===== src/bmp_pixel_array_to_framebuffer_unit_defines.svh =====
`ifndef BMP_PIXEL_ARRAY_TO_FRAMEBUFFER_UNIT_DEFINES_SVH
`define BMP_PIXEL_ARRAY_TO_FRAMEBUFFER_UNIT_DEFINES_SVH

// same-cycle implication, quiet while reset is high
`define BPFB_ASSERT_SAME(label, clk, rst, ante, cons, msg) \
   label: assert property (@(posedge clk) disable iff (rst) (ante) |-> (cons)) \
      else $error(msg);

// next-cycle implication, quiet while reset is high
`define BPFB_ASSERT_NEXT(label, clk, rst, ante, cons, msg) \
   label: assert property (@(posedge clk) disable iff (rst) (ante) |=> (cons)) \
      else $error(msg);

`endif


===== src/bpfb_pkg.sv =====
package bpfb_pkg;

   localparam int unsigned FB_ADDR_W = 19;
   localparam int unsigned COLOR_W   = 32;
   localparam int unsigned CSR_IDX_W = 3;
   localparam int unsigned CSR_DATA_W = 12;
   localparam int unsigned COORD_W   = 14;

   typedef enum logic [CSR_IDX_W-1:0] {
      CSR_ORIGIN_X      = 3'd0,
      CSR_ORIGIN_Y      = 3'd1,
      CSR_IMAGE_WIDTH   = 3'd2,
      CSR_IMAGE_HEIGHT  = 3'd3,
      CSR_ALPHA_PRESENT = 3'd4
   } csr_index_type;

   typedef enum logic [1:0] {
      PHASE_BLUE  = 2'd0,
      PHASE_GREEN = 2'd1,
      PHASE_RED   = 2'd2,
      PHASE_ALPHA = 2'd3
   } phase_type;

   typedef struct packed {
      logic [FB_ADDR_W-1:0] fb_address;
      logic                 on_screen;
   } locate_type;

endpackage


===== src/bpfb_locate.sv =====
module bpfb_locate #(
   parameter int unsigned PANEL_WIDTH  = 800,
   parameter int unsigned PANEL_HEIGHT = 480
) (
   input  logic [11:0]          origin_x,
   input  logic [11:0]          origin_y,
   input  logic [11:0]          image_height,
   input  logic [10:0]          column,
   input  logic [10:0]          row,
   output bpfb_pkg::locate_type loc
);

   localparam int unsigned CW = bpfb_pkg::COORD_W;
   localparam int unsigned PW = 22;

   logic signed [CW-1:0] sx;
   logic signed [CW-1:0] sy;
   logic signed [CW-1:0] height_s;
   logic                 vis;
   logic [PW-1:0]        addr_full;

   assign height_s = CW'($signed(image_height));
   assign sx = CW'($signed(origin_x)) + $signed(CW'(column));

   always_comb begin
      if (height_s > 0) begin
         sy = CW'($signed(origin_y)) + height_s - CW'(1) - $signed(CW'(row));
      end else begin
         sy = CW'($signed(origin_y)) + $signed(CW'(row));
      end
   end

   assign vis = (sx >= 0) && (sx < $signed(CW'(PANEL_WIDTH)))
             && (sy >= 0) && (sy < $signed(CW'(PANEL_HEIGHT)));

   assign addr_full = PW'(sy[10:0]) * PW'(PANEL_WIDTH) + PW'(sx[10:0]);

   assign loc.on_screen  = vis;
   assign loc.fb_address = vis ? addr_full[bpfb_pkg::FB_ADDR_W-1:0] : '0;

endmodule


===== src/bmp_pixel_array_to_framebuffer_unit.sv =====
// Unpacks a BMP pixel array fed one byte per beat on req_ (blue, green, red and, when
// alpha_present is set, alpha; 24-bit rows skip their padding to four bytes) and emits one
// beat per pixel on rsp_ with its framebuffer address (screen y*PANEL_WIDTH+x, zero
// off-screen), ARGB colour, an on-screen flag in tuser and the final-pixel flag in tlast.
// One byte is taken per cycle while the output register is free or being drained; a pixel's
// result appears in the output register the cycle after its last byte. After the final
// pixel every byte is swallowed until reset. Program the csr_ registers only while idle.
`include "bmp_pixel_array_to_framebuffer_unit_defines.svh"

module bmp_pixel_array_to_framebuffer_unit #(
   parameter int unsigned PANEL_WIDTH  = 800,
   parameter int unsigned PANEL_HEIGHT = 480
) (
   input  logic        clock,
   input  logic        reset,
   input  logic        req_tvalid,
   output logic        req_tready,
   input  logic [7:0]  req_tdata,   // pixel_byte
   output logic        rsp_tvalid,
   input  logic        rsp_tready,
   output logic [55:0] rsp_tdata,   // fb_address[18:0], pixel_color[50:19], zero fill
   output logic        rsp_tuser,   // on_screen
   output logic        rsp_tlast,   // last_pixel
   input  logic        csr_we,
   input  logic [bpfb_pkg::CSR_IDX_W-1:0]  csr_index,
   input  logic [bpfb_pkg::CSR_DATA_W-1:0] csr_wdata
);

   logic [11:0] origin_x_ff;
   logic [11:0] origin_y_ff;
   logic [10:0] image_width_ff;
   logic [11:0] image_height_ff;
   logic        alpha_present_ff;

   bpfb_pkg::phase_type phase_ff, phase_in;
   logic [7:0]  blue_ff, blue_in;
   logic [7:0]  green_ff, green_in;
   logic [7:0]  red_ff, red_in;
   logic [10:0] column_ff, column_in;
   logic [10:0] row_ff, row_in;
   logic [1:0]  pad_ff, pad_in;
   logic        done_ff, done_in;

   logic        rsp_valid_ff, rsp_valid_in;
   logic [bpfb_pkg::FB_ADDR_W-1:0] addr_ff;
   logic [bpfb_pkg::COLOR_W-1:0]   color_ff, color_in;
   logic        on_screen_ff;
   logic        last_ff, last_in;

   logic        take;
   logic        active;
   logic        emit;
   logic [7:0]  alpha_val;
   logic [11:0] height_mag;
   logic [10:0] rows;
   logic        row_end;
   bpfb_pkg::locate_type loc;

   // configuration registers
   always_ff @(posedge clock) begin
      if (reset) begin
         origin_x_ff      <= '0;
         origin_y_ff      <= '0;
         image_width_ff   <= 11'd1;
         image_height_ff  <= 12'd1;
         alpha_present_ff <= 1'b1;
      end else if (csr_we) begin
         unique case (csr_index)
            bpfb_pkg::CSR_ORIGIN_X:      origin_x_ff      <= csr_wdata;
            bpfb_pkg::CSR_ORIGIN_Y:      origin_y_ff      <= csr_wdata;
            bpfb_pkg::CSR_IMAGE_WIDTH:   image_width_ff   <= csr_wdata[10:0];
            bpfb_pkg::CSR_IMAGE_HEIGHT:  image_height_ff  <= csr_wdata;
            bpfb_pkg::CSR_ALPHA_PRESENT: alpha_present_ff <= csr_wdata[0];
            default: begin
            end
         endcase
      end
   end

   // row count from signed height, -2048 clamps to 2047
   assign height_mag = image_height_ff[11] ? (~image_height_ff + 12'd1) : image_height_ff;
   assign rows       = height_mag[11] ? 11'h7FF : height_mag[10:0];

   assign req_tready = !rsp_valid_ff || rsp_tready;
   assign take       = req_tvalid && req_tready;
   assign active     = !done_ff && (rows != '0) && (image_width_ff != '0);
   assign row_end    = ({1'b0, column_ff} + 12'd1) >= {1'b0, image_width_ff};

   always_comb begin
      phase_in  = phase_ff;
      blue_in   = blue_ff;
      green_in  = green_ff;
      red_in    = red_ff;
      column_in = column_ff;
      row_in    = row_ff;
      pad_in    = pad_ff;
      done_in   = done_ff;
      emit      = 1'b0;
      alpha_val = '0;
      last_in   = 1'b0;
      if (take && active) begin
         if (pad_ff != '0) begin
            pad_in = pad_ff - 2'd1;
         end else begin
            unique case (phase_ff)
               bpfb_pkg::PHASE_BLUE: begin
                  blue_in  = req_tdata;
                  phase_in = bpfb_pkg::PHASE_GREEN;
               end
               bpfb_pkg::PHASE_GREEN: begin
                  green_in = req_tdata;
                  phase_in = bpfb_pkg::PHASE_RED;
               end
               bpfb_pkg::PHASE_RED: begin
                  red_in = req_tdata;
                  if (alpha_present_ff) begin
                     phase_in = bpfb_pkg::PHASE_ALPHA;
                  end else begin
                     emit = 1'b1;
                  end
               end
               bpfb_pkg::PHASE_ALPHA: begin
                  emit      = 1'b1;
                  alpha_val = alpha_present_ff ? req_tdata : 8'd0;
               end
            endcase
            if (emit) begin
               phase_in = bpfb_pkg::PHASE_BLUE;
               last_in  = row_end && (({1'b0, row_ff} + 12'd1) >= {1'b0, rows});
               if (last_in) begin
                  done_in = 1'b1;
               end else if (row_end) begin
                  column_in = '0;
                  row_in    = row_ff + 11'd1;
                  if (!alpha_present_ff) begin
                     pad_in = image_width_ff[1:0];
                  end
               end else begin
                  column_in = column_ff + 11'd1;
               end
            end
         end
      end
   end

   assign color_in = {alpha_val, red_in, green_in, blue_in};

   bpfb_locate #(
      .PANEL_WIDTH (PANEL_WIDTH),
      .PANEL_HEIGHT(PANEL_HEIGHT)
   ) u_locate (
      .origin_x    (origin_x_ff),
      .origin_y    (origin_y_ff),
      .image_height(image_height_ff),
      .column      (column_ff),
      .row         (row_ff),
      .loc         (loc)
   );

   always_comb begin
      if (emit) begin
         rsp_valid_in = 1'b1;
      end else if (rsp_tready) begin
         rsp_valid_in = 1'b0;
      end else begin
         rsp_valid_in = rsp_valid_ff;
      end
   end

   always_ff @(posedge clock) begin
      if (reset) begin
         phase_ff     <= bpfb_pkg::PHASE_BLUE;
         blue_ff      <= '0;
         green_ff     <= '0;
         red_ff       <= '0;
         column_ff    <= '0;
         row_ff       <= '0;
         pad_ff       <= '0;
         done_ff      <= 1'b0;
         rsp_valid_ff <= 1'b0;
      end else begin
         phase_ff     <= phase_in;
         blue_ff      <= blue_in;
         green_ff     <= green_in;
         red_ff       <= red_in;
         column_ff    <= column_in;
         row_ff       <= row_in;
         pad_ff       <= pad_in;
         done_ff      <= done_in;
         rsp_valid_ff <= rsp_valid_in;
      end
   end

   // result beat payload
   always_ff @(posedge clock) begin
      if (emit) begin
         addr_ff      <= loc.fb_address;
         color_ff     <= color_in;
         on_screen_ff <= loc.on_screen;
         last_ff      <= last_in;
      end
   end

   assign rsp_tvalid = rsp_valid_ff;
   assign rsp_tdata  = {5'd0, color_ff, addr_ff};
   assign rsp_tuser  = on_screen_ff;
   assign rsp_tlast  = last_ff;

   `BPFB_ASSERT_SAME(a_offscreen_addr_zero, clock, reset,
      rsp_valid_ff && !on_screen_ff, addr_ff == '0, "off-screen pixel with nonzero address")
   `BPFB_ASSERT_SAME(a_addr_in_panel, clock, reset,
      rsp_valid_ff && on_screen_ff,
      32'(addr_ff) < 32'(PANEL_WIDTH * PANEL_HEIGHT), "address beyond panel")
   `BPFB_ASSERT_SAME(a_pad_on_boundary, clock, reset,
      pad_ff != '0, phase_ff == bpfb_pkg::PHASE_BLUE, "padding skipped mid-pixel")
   `BPFB_ASSERT_NEXT(a_last_sets_done, clock, reset,
      emit && last_in, done_ff, "final pixel did not end the image")
   `BPFB_ASSERT_NEXT(a_done_is_silent, clock, reset,
      done_ff && !rsp_valid_ff, !rsp_valid_ff, "beat after final pixel")

endmodule


===== config.mk =====
export PLATFORM = sky130hd
export DESIGN_NAME = bmp_pixel_array_to_framebuffer_unit
export DESIGN_NICKNAME = d
export VERILOG_FILES = /design/src/bpfb_pkg.sv /design/src/bpfb_locate.sv /design/src/bmp_pixel_array_to_framebuffer_unit.sv
export VERILOG_INCLUDE_DIRS = /design/src /design/src/src
export SDC_FILE = /design/constraint.sdc
export NUM_CORES = 1
export LEC_CHECK = 0
export ABC_AREA = 1
export BUFFER_PORTS_ARGS = -buffer_cell sky130_fd_sc_hd__buf_2
export CORE_MARGIN = 8
export CORE_UTILIZATION = 40
export CTS_CLUSTER_DIAMETER = 120
export DETAILED_ROUTE_END_ITERATION = 10
export PLACE_DENSITY_LB_ADDON = 0.25
export SLEW_MARGIN = 20
export SYNTH_ARGS = -nofsm -noshare
export SYNTH_HDL_FRONTEND = slang
export SYNTH_SLANG_ARGS = --single-unit

===== constraint.sdc =====
create_clock -name clock -period 6.2 [get_ports clock]
set_input_delay 1.24 -clock clock [delete_from_list [all_inputs] [get_ports clock]]
set_output_delay 1.24 -clock clock [all_outputs]
set_load 0.03 [all_outputs]

After elaboration in Yosys (flattened, before gate mapping)
Index checks and enable logic that the tools add are counted.
{"block": "word_totals", "register_bits": 153, "inputBits": 28, "out_inout_bits": 60, "word_cells": 117}
{"block": "op_classes", "add_sub_neg": 12, "n_mul": 1, "magnitude_cmp": 7, "eq_ne": 10, "muxes": 29, "n_bitwise": 7, "reduce_logical": 32}
{"op": "2-to-1 mux 8 bit", "n": 9}
{"op": "adder 12 x 12 -> 13 bit", "n": 3}
{"op": "adder 11 x 1 -> 12 bit (second input constant)", "n": 2}
{"op": ">= comparator 12 x 11 -> 1 bit", "n": 2}
{"op": "adder 11 x 1 -> 11 bit (second input constant)", "n": 2}
{"op": "2-to-1 mux 11 bit", "n": 2}
{"op": "nonzero test 11 bit", "n": 2}
{"op": "adder 19 x 11 -> 19 bit", "n": 1}
{"op": ">= comparator 14 x 1 -> 1 bit (second input constant)", "n": 1}
{"op": "< comparator 14 x 10 -> 1 bit (second input constant)", "n": 1}
{"op": "multiplier 11 x 5 -> 14 bit (second input constant)", "n": 1}
{"op": "2-to-1 mux 14 bit", "n": 1}
{"op": "2-to-1 mux 2 bit", "n": 7}
{"op": "subtractor 14 x 12 -> 14 bit", "n": 1}
{"op": "subtractor 14 x 2 -> 14 bit (second input constant)", "n": 1}
{"op": ">= comparator 13 x 1 -> 1 bit (second input constant)", "n": 1}
{"op": "< comparator 13 x 11 -> 1 bit (second input constant)", "n": 1}
{"op": "adder 12 x 1 -> 12 bit (second input constant)", "n": 1}
{"op": "greater-than comparator 12 x 1 -> 1 bit (second input constant)", "n": 1}
{"op": "2-to-1 mux 12 bit", "n": 1}
{"op": "NOT 12 bit", "n": 1}
{"op": "AND reduction 4 bit", "n": 3}
{"op": "AND reduction 2 bit", "n": 5}
{"op": "AND reduction 5 bit", "n": 2}
{"op": "other kinds (22)", "n": 46}

Longest topological paths before layout
Gate-level depths: netlist of the first run.
{"block": "depth", "ltp_word": 12, "ltp_mapped": 35, "ltp_nobuf": 35}

By module
Synthesis of the first run repeated with hierarchy kept, for this count alone.
{"block": "unflattened", "cells_unflattened": 1497, "hier_area_um2": 11013.1}
{"module": "bmp_pixel_array_to_framebuffer_unit", "n_inst": 1, "cells_per_inst": 852, "area_per_inst_um2": 6965.4, "seq_area_each_um2": 3593.4}
{"module": "bpfb_locate", "n_inst": 1, "cells_per_inst": 645, "area_per_inst_um2": 4047.6, "seq_area_each_um2": 0.0}

Least setup slack after synthesis of the first run
Ideal clock, no wire load.
{"block": "synth_timing", "path_type": "register to register", "start": "reg image_height_ff[0]", "end": "reg addr_ff[18] in the netlist's numbering, data pin", "setup_ns": 0.252, "t_arrival_ns": 5.068, "required_time_ns": 5.948, "setup_slack_ns": 0.880, "stages_incl_launch_ff": 33, "n_path_buf": 0, "synth_period_minus_slack_ns": 5.320, "path_cell_list": "dfxtp_1 -> ha_1 -> inv_1 -> fa_1 -> nand3b_1 -> nand2_1 -> xor2_1 -> ha_1 -> nand2_1 -> nor2_1 -> nand2_1 -> nand3_1 -> inv_1 -> o21ai_0 -> xor2_1 -> o21ai_0 -> inv_1 -> ha_1 -> ha_1 -> inv_1 -> fa_1 -> inv_1 -> ha_1 -> nand2_1 -> inv_1 -> a21oi_1 -> nand2_1 -> xor2_1 -> nand4_1 -> nand2_1 -> nand3_1 -> nand2_1 -> nor2_2"}
{"block": "synth_via", "elab_chain_len": 7, "elab_cells_between_ends": 11, "cone_classes": "4 x add/sub; 1 x mul; 3 x order compare; 1 x mux; 2 x reduce/logical"}
{"element": "start, declared", "line": "bmp_pixel_array_to_framebuffer_unit.sv:32", "source": "logic [11:0] image_height_ff;"}
{"element": "start signal, assigned", "line": "bmp_pixel_array_to_framebuffer_unit.sv:72", "source": "bpfb_pkg::CSR_IMAGE_HEIGHT: image_height_ff <= csr_wdata;"}
{"element": "adder 12 x 12 -> 13 bit", "line": "bpfb_locate.sv:27", "source": "sy = CW'($signed(origin_y)) + height_s - CW'(1) - $signed(CW'(row));"}
{"element": "subtractor 14 x 2 -> 14 bit", "line": "bpfb_locate.sv:27"}
{"element": "subtractor 14 x 12 -> 14 bit", "line": "bpfb_locate.sv:27"}
{"element": "2-to-1 mux 14 bit *", "line": "bpfb_locate.sv:26", "source": "if (height_s > 0) begin"}
{"element": "parallel branches: the longest is 3 deep, another holds adder 19 x 11 -> 19 bit"}
{"element": "end signal, assigned", "line": "bmp_pixel_array_to_framebuffer_unit.sv:197", "source": "addr_ff <= loc.fb_address;"}
{"element": "end, declared", "line": "bmp_pixel_array_to_framebuffer_unit.sv:45", "source": "logic [bpfb_pkg::FB_ADDR_W-1:0] addr_ff;"}
Mark *: on every way between the ends.
A chain may end at the register's enable or synchronous reset.

Worst setup path after layout of the first run
Same ends and word-level chain as after synthesis.

==> flow_summary.yaml, run 1 <==
cts:
  cts_tree: "yes"
  clock_latency_ns: 0.43
  clock_sinks: 153
  clk_pin_slew_ns: 0.07
  cts_inserted_buffers: 17
  cts-root-buf: "clkbuf_16"
  ctsHtreeMaxLevel: 4
  cts_buffer_depth: 2
detailed_routing:
  drt-initial-drc-count: 708
  highest_layer: "met4"
  drtAntennaViolNets: 0
  drc_errors: 0
  viasPerCell: 4.972
  met1_length_um: 14740
  routed_wl_um: 30450
  met3_length_um: 1239
  firstDrtPassIters: 7
  routedWlPerCell_um: 14.31
  met2_wirelength_um: 14190
  vias: 10580
setup_path:
  arrival_ns: 5.89
  cp_max_fo: 5
  startpoint_type: "register"
  critPathTopFamily: "adder cells"
  max_stage_delay_ns: 0.49
  crit_top_cell: "inv_1"
  cp.buffers_inverters: 6
  end_kind: "register"
  timing.rr.start: "image_height_ff[0]$_SDFFE_PP1P_"
  cp.required_ns: 6.38
  cp-startpoint: "image_height_ff[0]$_SDFFE_PP1P_"
  critPathKind: "reg2reg"
  cpMaxStageDelayCell: "fa_1"
floorplanning:
  dieHeight_um: 187.5
  std_cell_rows: 62
  core_um2: 28860
  die_w_um: 187.5
  die_area_um2: 35150
  io_pins: 88
  initial_core_util: 0.4076
power_and_ir_drop:
  p_sw_frac: 0.4249
  netSwitchingPower_mw: 1.678
  power_density_nw_per_um2: 303.2
  vdd_drop_max_uv: 188.1
  clkPwrFrac: 0.248
  p_seq_frac: 0.283
  p_leak_nw: 6.389
  power.internal_mw: 2.270
  power_mw: 3.948
  combPwrFrac: 0.469
global_routing:
  globalRouteTotalUtil: 0.1699
  grt_pass1_vias: 9801
  grt_antenna_before_repair: 0
  grt_max_degree: 61
  grt-ovfl-total: 0
  grt_pass1_wl_um: 49450
yosys:
  ys_seq_area_frac: 0.3055
  avgSynthCellArea_um2: 7.064
  synthArstFlopShare: 0
  ys_ff_latch: 153
  syn_area_um2: 11760
  ys_warn_count: 0
  yosys_most_used_dff: "dfxtp_1"
  synth_edf_count: 53
  synth_area_leaders: "dfxtp_1 (17%), edfxtp_1 (14%), nand2_1 (13%)"
  synth_cell_types: 44
  yosysTopAreaCellShare: 0.1702
  synthCells: 1665
  synth_top_cell_by_area: "dfxtp_1"
place:
  port-buffer-count: 82
  routabilityCongestion: 0.8968
  post-dp-hpwl_um: 23610
  dp_worst_setup_slack_ns: 0.3246
timing:
  hold_viol: 0
  slew_headroom: 0.4345
  period_needed_ns: 5.707
  fmax_mhz: 175.2
  tns_ns: 0
  setup_viol_count_final: 0
  clock_skew_ns: 0.008646
  slew_violations: 0
  setup_ws_ns: 0.4927
  post-route-period-util: 0.9205
  worst_pin_slew_ns: 0.8459
  rsz0062_at_grt: "false"
min_path:
  hold_path_class: "reg2reg"
  hold_start: "done_ff$_SDFFE_PP0P_"
final_layout:
  n_fill_cell: 3036
  drive_above_1_share: 0.1182
  area_growth_pct: 10.71
  antenna_cells: 0
  layout.nets: 1882
job:
  max_cap_violations: 0
run_status:
  outcome: "complete, no violations"
## state kept, by name, indices dropped and copies added, names as in the netlist, 8 cells and up
name             count
green_ff             8
row_ff              11
column_ff           11
blue_ff              8
origin_y_ff         12
origin_x_ff         12
color_ff            32
image_height_ff     12
red_ff               8
image_width_ff      11
addr_ff             19
## cell usage after synthesis (4+ instances only)
| cell | number |
|---|---|
| buf_6 | 7 |
| xnor2_1 | 22 |
| a31oi_1 | 6 |
| nand4_1 | 37 |
| dfxtp_1 | 100 |
| buf_4 | 9 |
| ha_1 | 114 |
| nor2_1 | 147 |
| nand3_1 | 81 |
| o211ai_1 | 5 |
| xor2_1 | 34 |
| nor3_1 | 10 |
| o21bai_1 | 4 |
| clkbuf_1 | 30 |
| nor2_2 | 26 |
| inv_2 | 10 |
| o21ai_0 | 126 |
| nand2_1 | 415 |
| fa_1 | 10 |
| nand3_2 | 5 |
| edfxtp_1 | 53 |
| nand2_2 | 12 |
| nand3b_1 | 11 |
| inv_1 | 238 |
| nor2_4 | 6 |
| a21oi_1 | 110 |
## stage by stage
| step | utilization | instance area, um2 | cells | hold WS (ns) |
|---|---|---|---|---|
| after CTS | 0.4508 | 13010 | 2127 | 0.4627 |
| after detailed placement | 0.4319 | 12460 | 2095 | 0.4528 |
| after global routing | 0.4512 | 13020 | 2127 | 0.4810 |
| final | 0.4512 | 13020 | 2127 | 0.4595 |
| after global placement | 0.4319 | 12460 | 2095 | 0.4471 |
| after floorplan | - | 11780 | 1669 | 0.4354 |
## cells in the final DEF (no fill, tap or decap), drive strengths merged, types with 4 or more instances in the layout
cell    instances
nor2          180
nand4          40
nand2         428
edfxtp         53
ha            114
clkbuf         18
dfxtp         100
or2             4
fa             10
buf            91
nor3           12
inv           256
nand3b         11
o21bai          4
a21oi         114
nand3          89
clkinv          5
conb            5
xnor2          22
xor2           34
o21ai         127
o211ai          5
a31oi           6
## kinds of logic (layout without fill, tap and decap cells)
logic type               after synthesis  count (layout)  share of synthesized area
AND/OR/NAND/NOR                      768             768                     0.2913
buffers and inverters                299             373                     0.1035
AO/OA/AOI/OAI                        261             261                     0.1168
flip-flops                           153             153                     0.3055
adder cells (fa/ha/maj)              124             124                     0.1383
XOR/XNOR                              56              56                    0.04170
multiplexers                           3               3                   0.002553
other                                  1               5                  0.0003188
## layout make-up
class / instances / area [um2] / area share
repair buffers: 91 / 478.0 / 0.03671
multi-input cells: 1217 / 6980 / 0.5361
well taps: 384 / 480.5 / 0.03690
clock inverters: 14 / 116.4 / 0.008936
flip-flops and latches: 153 / 3593 / 0.2760
clock buffers: 18 / 429.2 / 0.03296
inverters: 250 / 943.4 / 0.07245
## worst register-to-register path: cells and delay by family (launching register included)
family                     cells  cell delay, ns
adders and majority gates      7            2.34
xor gates and xnor gates       3            0.53
and+or+nand+nor               10            1.11
DFF                            1            0.39
AOI/OAI and AO/OA              4            0.70
buffers and inverters          6            0.38
## layer usage
layer	track usage	vias up
li1	-	5508
met1	0.2241	4828
met2	0.2843	216
met3	0.03244	23
met4	0.03606	0
met5	0	-
## power groups by stage
| stage | sequential, mW | combinational (mW) | clock [mW] |
|---|---|---|---|
| 3_5_place_dp | 1.14 | 1.83 | 0 |
| 3_3_place_gp | 1.14 | 1.81 | 0 |
| 5_1_grt | 1.12 | 2.14 | 1.04 |
| 4_1_cts | 1.12 | 1.84 | 0.998 |
| 6_report | 1.12 | 1.85 | 0.979 |
| 2_1_floorplan | 1.15 | 1.46 | 0 |
## final timing paths
kind	endpoint	slack, ns	cells past startpoint
hold reg to reg	done_ff$_SDFFE_PP0P_	0.46	2
hold / removal	done_ff$_SDFFE_PP0P_	0.46	2
setup / recovery	addr_ff[18]$_SDFFCE_PN0P_	0.49	30
setup reg to reg	addr_ff[18]$_SDFFCE_PN0P_	0.49	30
## timing repair
item | 4_1_cts | 5_1_grt
hold buffers | 0 | 0
gates resized for setup | 0 | 3
endpoints found under the setup margin | 0 | 2
buffers inserted | 0 | 0
Power figures use the tool's default switching activity.
==> run 2, diff against run 1 <==
--- a/config.mk
+++ b/config.mk
@@ -12,6 +12,7 @@
 export CORE_UTILIZATION = 40
 export CTS_CLUSTER_DIAMETER = 120
 export DETAILED_ROUTE_END_ITERATION = 10
+export MAX_ROUTING_LAYER = met4
 export PLACE_DENSITY_LB_ADDON = 0.25
 export SLEW_MARGIN = 20
 export SYNTH_ARGS = -nofsm -noshare
==> flow_summary.yaml, run 2 (synthesized netlist as in run 1, its figures left out) <==
detailed_routing:
  routedWlPerCell_um: 14.23
  firstDrtPassIters: 5
  routed_wl_um: 30250
  viasPerCell: 4.958
  drt-initial-drc-count: 698
  drtAntennaViolNets: 0
  vias: 10540
  drc_errors: 0
power_and_ir_drop:
  p_leak_nw: 6.403
  vdd_drop_max_uv: 181.6
  power_density_nw_per_um2: 305.1
  power_mw: 3.980
final_layout:
  antenna_cells: 0
  layout.nets: 1881
  final_common_cell: "nand2_1"
  fin_area_um2: 13050
  reg.largest.list: "color_ff (32), addr_ff (19)"
  mostFrequentLayoutCells: "nand2_1 (415), inv_1 (237), nor2_1 (146)"
  drive_above_1_share: 0.1183
  area_growth_pct: 10.91
  top_register: "color_ff"
  largest_reg_flops: 32
  fin_util: 0.4520
timing:
  hold_viol: 0
  slew_violations: 0
  period_needed_ns: 5.661
  setup_ws_ns: 0.5394
  clock_skew_ns: 0.008275
  worst_pin_slew_ns: 0.9020
  rsz0062_at_grt: "false"
  slew_headroom: 0.3987
  post-route-period-util: 0.9130
  tns_ns: 0
  fmax_mhz: 176.7
  setup_viol_count_final: 0
place:
  post-dp-hpwl_um: 23760
  routabilityCongestion: 0.9081
  port-buffer-count: 82
  dp_worst_setup_slack_ns: 0.3149
  placed_cell_area_um2: 12460
setup_path:
  critPathKind: "reg2reg"
  cp_max_fo: 4
  critPathTopFamily: "adder cells"
  crit_top_cell: "nand2_1"
  max_stage_delay_ns: 0.40
  cpMaxStageDelayCell: "fa_1"
  cp.required_ns: 6.38
  cp.buffers_inverters: 4
  arrival_ns: 5.84
  startpoint_type: "register"
  end_kind: "register"
global_routing:
  grt_antenna_before_repair: 0
  globalRouteTotalUtil: 0.1753
  grt-ovfl-total: 0
  grt_pass1_vias: 9812
  grt_max_degree: 61
  grt_pass1_wl_um: 49540
cts:
  cts_tree: "yes"
  clock_latency_ns: 0.43
  cts_buffer_depth: 2
  clk_pin_slew_ns: 0.07
  ctsHtreeMaxLevel: 4
  post-cts-setup-buffers: 0
  cts-hold-fix-buffers: 0
  cts-root-buf: "clkbuf_16"
  clock_sinks: 153
  cts_inserted_buffers: 17
run_status:
  outcome: "complete, no violations"
job:
  max_cap_violations: 0
floorplanning:
  core_um2: 28860
  dieHeight_um: 187.5
  std_cell_rows: 62
  io_pins: 88
  die_w_um: 187.5
  initial_core_util: 0.4076
  die_area_um2: 35150
min_path:
  hold_path_class: "reg2reg"
[run 2: worst reg2reg max path, delay by kind of cell (launching register included)]
kind / cells / cell delay [ns]
xor+xnor: 1 / 0.19
compound gates: 4 / 0.73
fa+ha+maj: 7 / 2.14
flops: 1 / 0.39
buf+inv: 4 / 0.29
simple gates: 16 / 1.69
[run 2: path summary, 6_finish.rpt]
kind                                    from  slack (ns)                         to  cells after the start
max          image_height_ff[0]$_SDFFE_PP1P_        0.54  addr_ff[18]$_SDFFCE_PN0P_                     32
max reg2reg  image_height_ff[0]$_SDFFE_PP1P_        0.54  addr_ff[18]$_SDFFCE_PN0P_                     32
min                     done_ff$_SDFFE_PP0P_        0.46       done_ff$_SDFFE_PP0P_                      2
min reg2reg             done_ff$_SDFFE_PP0P_        0.46       done_ff$_SDFFE_PP0P_                      2
[run 2: what timing repair did]
action | 4_1_cts | 5_1_grt
setup endpoints to repair | 0 | 2
gates resized for setup | 0 | 4
endpoints found under the hold margin | 0 | 0
[run 2: area by class of cell]
type | instances | area (um2)
clock buffer | 17 | 425.4
clock inverter | 15 | 151.4
fill | 2978 | 15810
inverter | 250 | 944.7
multi-input combinational | 1217 | 6979
sequential | 153 | 3593
tap | 384 | 480.5
timing repair buffer | 90 | 470.5
[run 2: per-layer routing]
metal | part of all wire | global-route usage | up-vias
met2 | 0.47 | 0.2866 | 208
met5 | 0 | - | -
li1 | - | - | 5512
met1 | 0.48 | 0.2218 | 4797
met3 | 0.040 | 0.03318 | 24
met4 | 0.012 | 0.04030 | 0
[run 2: per-stage QoR]
step           hold WS (ns)  cells
5_1_grt              0.4774   2126
3_3_place_gp         0.4499   2094
6_report             0.4617   2126
3_5_place_dp         0.4510   2094
4_1_cts              0.4619   2126
2_1_floorplan        0.4354   1669
[run 2: power breakdown]
| part | switching, mW | internal (mW) | total (mW) |
|---|---|---|---|
| Sequential | 0.0286 | 1.09 | 1.12 |
| Combinational | 1.19 | 0.658 | 1.85 |
| Clock | 0.478 | 0.537 | 1.02 |
==> run 3, diff against run 2 <==
==> constraint.sdc (replaced) <==
create_clock -name clock -period 7.3 [get_ports clock]
set_input_delay 1.46 -clock clock [delete_from_list [all_inputs] [get_ports clock]]
set_output_delay 1.46 -clock clock [all_outputs]
set_load 0.03 [all_outputs]
==> flow_summary.yaml, run 3 (synthesized netlist as in run 1, its figures left out) <==
run_status:
  outcome: "complete, no violations"
final_layout:
  layout.nets: 1879
  area_growth_pct: 10.77
  final_common_cell: "nand2_1"
  mostFrequentLayoutCells: "nand2_1 (414), inv_1 (237), nor2_1 (146)"
  multi_input_area_um2: 6970
  stdcell_count: 2124
  reg.largest.list: "color_ff (32), addr_ff (19)"
  n_fill_cell: 3009
  fin_util: 0.4514
  antenna_cells: 0
  drive_above_1_share: 0.1161
  top_register: "color_ff"
  fin_area_um2: 13030
  register_area_um2: 3593
  largest_reg_flops: 32
setup_path:
  max_stage_delay_ns: 0.49
  startpoint_type: "register"
  arrival_ns: 6.05
  cp.required_ns: 7.46
  end_kind: "register"
  cp_max_fo: 5
  critPathKind: "reg2reg"
  cpMaxStageDelayCell: "fa_1"
  crit_top_cell: "nand2_1"
  ff2ff_path_depth: 32
place:
  dp_worst_setup_slack_ns: 1.401
  placed_cell_area_um2: 12440
  port-buffer-count: 82
  post-dp-hpwl_um: 23790
  routabilityCongestion: 0.8924
  placedCellCount: 2092
cts:
  cts_buffer_depth: 2
  clk_pin_slew_ns: 0.06
  cts_resized: 0
  cts-hold-fix-buffers: 0
  cts_tree: "yes"
  clock_latency_ns: 0.44
  ctsHtreeMaxLevel: 4
  cts_inserted_buffers: 17
  post-cts-setup-buffers: 0
  clock_sinks: 153
  cts-root-buf: "clkbuf_16"
timing:
  period_needed_ns: 5.890
  post-route-period-util: 0.8069
  rsz0062_at_grt: "false"
  setup_viol_count_final: 0
  clock_skew_ns: 0.01369
  fmax_mhz: 169.8
  slew_violations: 0
  hold_viol: 0
  worst_pin_slew_ns: 0.8399
  slew_headroom: 0.4393
  finalHoldWorstSlack_ns: 0.4613
  setup_ws_ns: 1.410
  tns_ns: 0
detailed_routing:
  drtAntennaViolNets: 0
  routedWlPerCell_um: 14.30
  firstDrtPassIters: 6
  drc_errors: 0
  drt-initial-drc-count: 626
  viasPerCell: 4.995
  routed_wl_um: 30380
  vias: 10610
min_path:
  hold_path_class: "reg2reg"
  hold_depth: 2
floorplanning:
  die_area_um2: 35150
  dieHeight_um: 187.5
  std_cell_rows: 62
  io_pins: 88
  initial_core_util: 0.4076
  core_um2: 28860
  die_w_um: 187.5
power_and_ir_drop:
  p_leak_nw: 6.388
  power_mw: 3.378
  power_density_nw_per_um2: 259.3
  vdd_drop_max_uv: 179.6
global_routing:
  grt_pass1_wl_um: 49850
  grt_antenna_before_repair: 0
  grt-ovfl-total: 0
  grt_max_degree: 61
  globalRouteTotalUtil: 0.1755
  grt_pass1_vias: 9848
job:
  max_cap_violations: 0
run 3: changes by cell type in the layout (fill, tap and decap cells not counted), sizes merged:
| cell | previous run | this run |
|---|---|---|
| clkinv | 5 | 2 |
| buf | 90 | 88 |
| clkinvlp | 1 | 3 |
| bufinv | 0 | 1 |
| clkbuf | 17 | 18 |
| inv | 259 | 258 |
run 3: path summary, 6_finish.rpt:
check,startpoint,endpoint,slack (ns)
hold reg to reg,done_ff$_SDFFE_PP0P_,done_ff$_SDFFE_PP0P_,0.46
hold / removal,done_ff$_SDFFE_PP0P_,done_ff$_SDFFE_PP0P_,0.46
setup / recovery,image_height_ff[0]$_SDFFE_PP1P_,addr_ff[18]$_SDFFCE_PN0P_,1.41
setup reg to reg,image_height_ff[0]$_SDFFE_PP1P_,addr_ff[18]$_SDFFCE_PN0P_,1.41
run 3: worst max-delay path, delay by kind of cell (launching register included):
kind | cells | cell delay [ns]
AO/OA/AOI/OAI | 3 | 0.65
XOR/XNOR | 3 | 0.48
adder cells (fa/ha/maj) | 7 | 2.40
buffers and inverters | 6 | 0.37
flip-flops | 1 | 0.38
AND/OR/NAND/NOR | 13 | 1.35
run 3: per-layer routing:
layer  GRT usage  routed length [um]
met1      0.2260               14300
met2      0.2849               14170
met3     0.02964                1517
met4     0.04030                 382
met5           -                   0
run 3: layout make-up:
class                           instances  share of cell area
Multi-Input combinational cell       1217              0.5351
Sequential cell                       153              0.2758
Inverter                              250             0.07242
Tap cell                              384             0.03688
Timing Repair Buffer                   88             0.03496
Clock buffer                           18             0.03294
Clock inverter                         14             0.01191
run 3: report_power, final:
part           switching (mW)  internal [mW]
combinational            1.00          0.549
clock                   0.392          0.484
sequential             0.0255          0.924
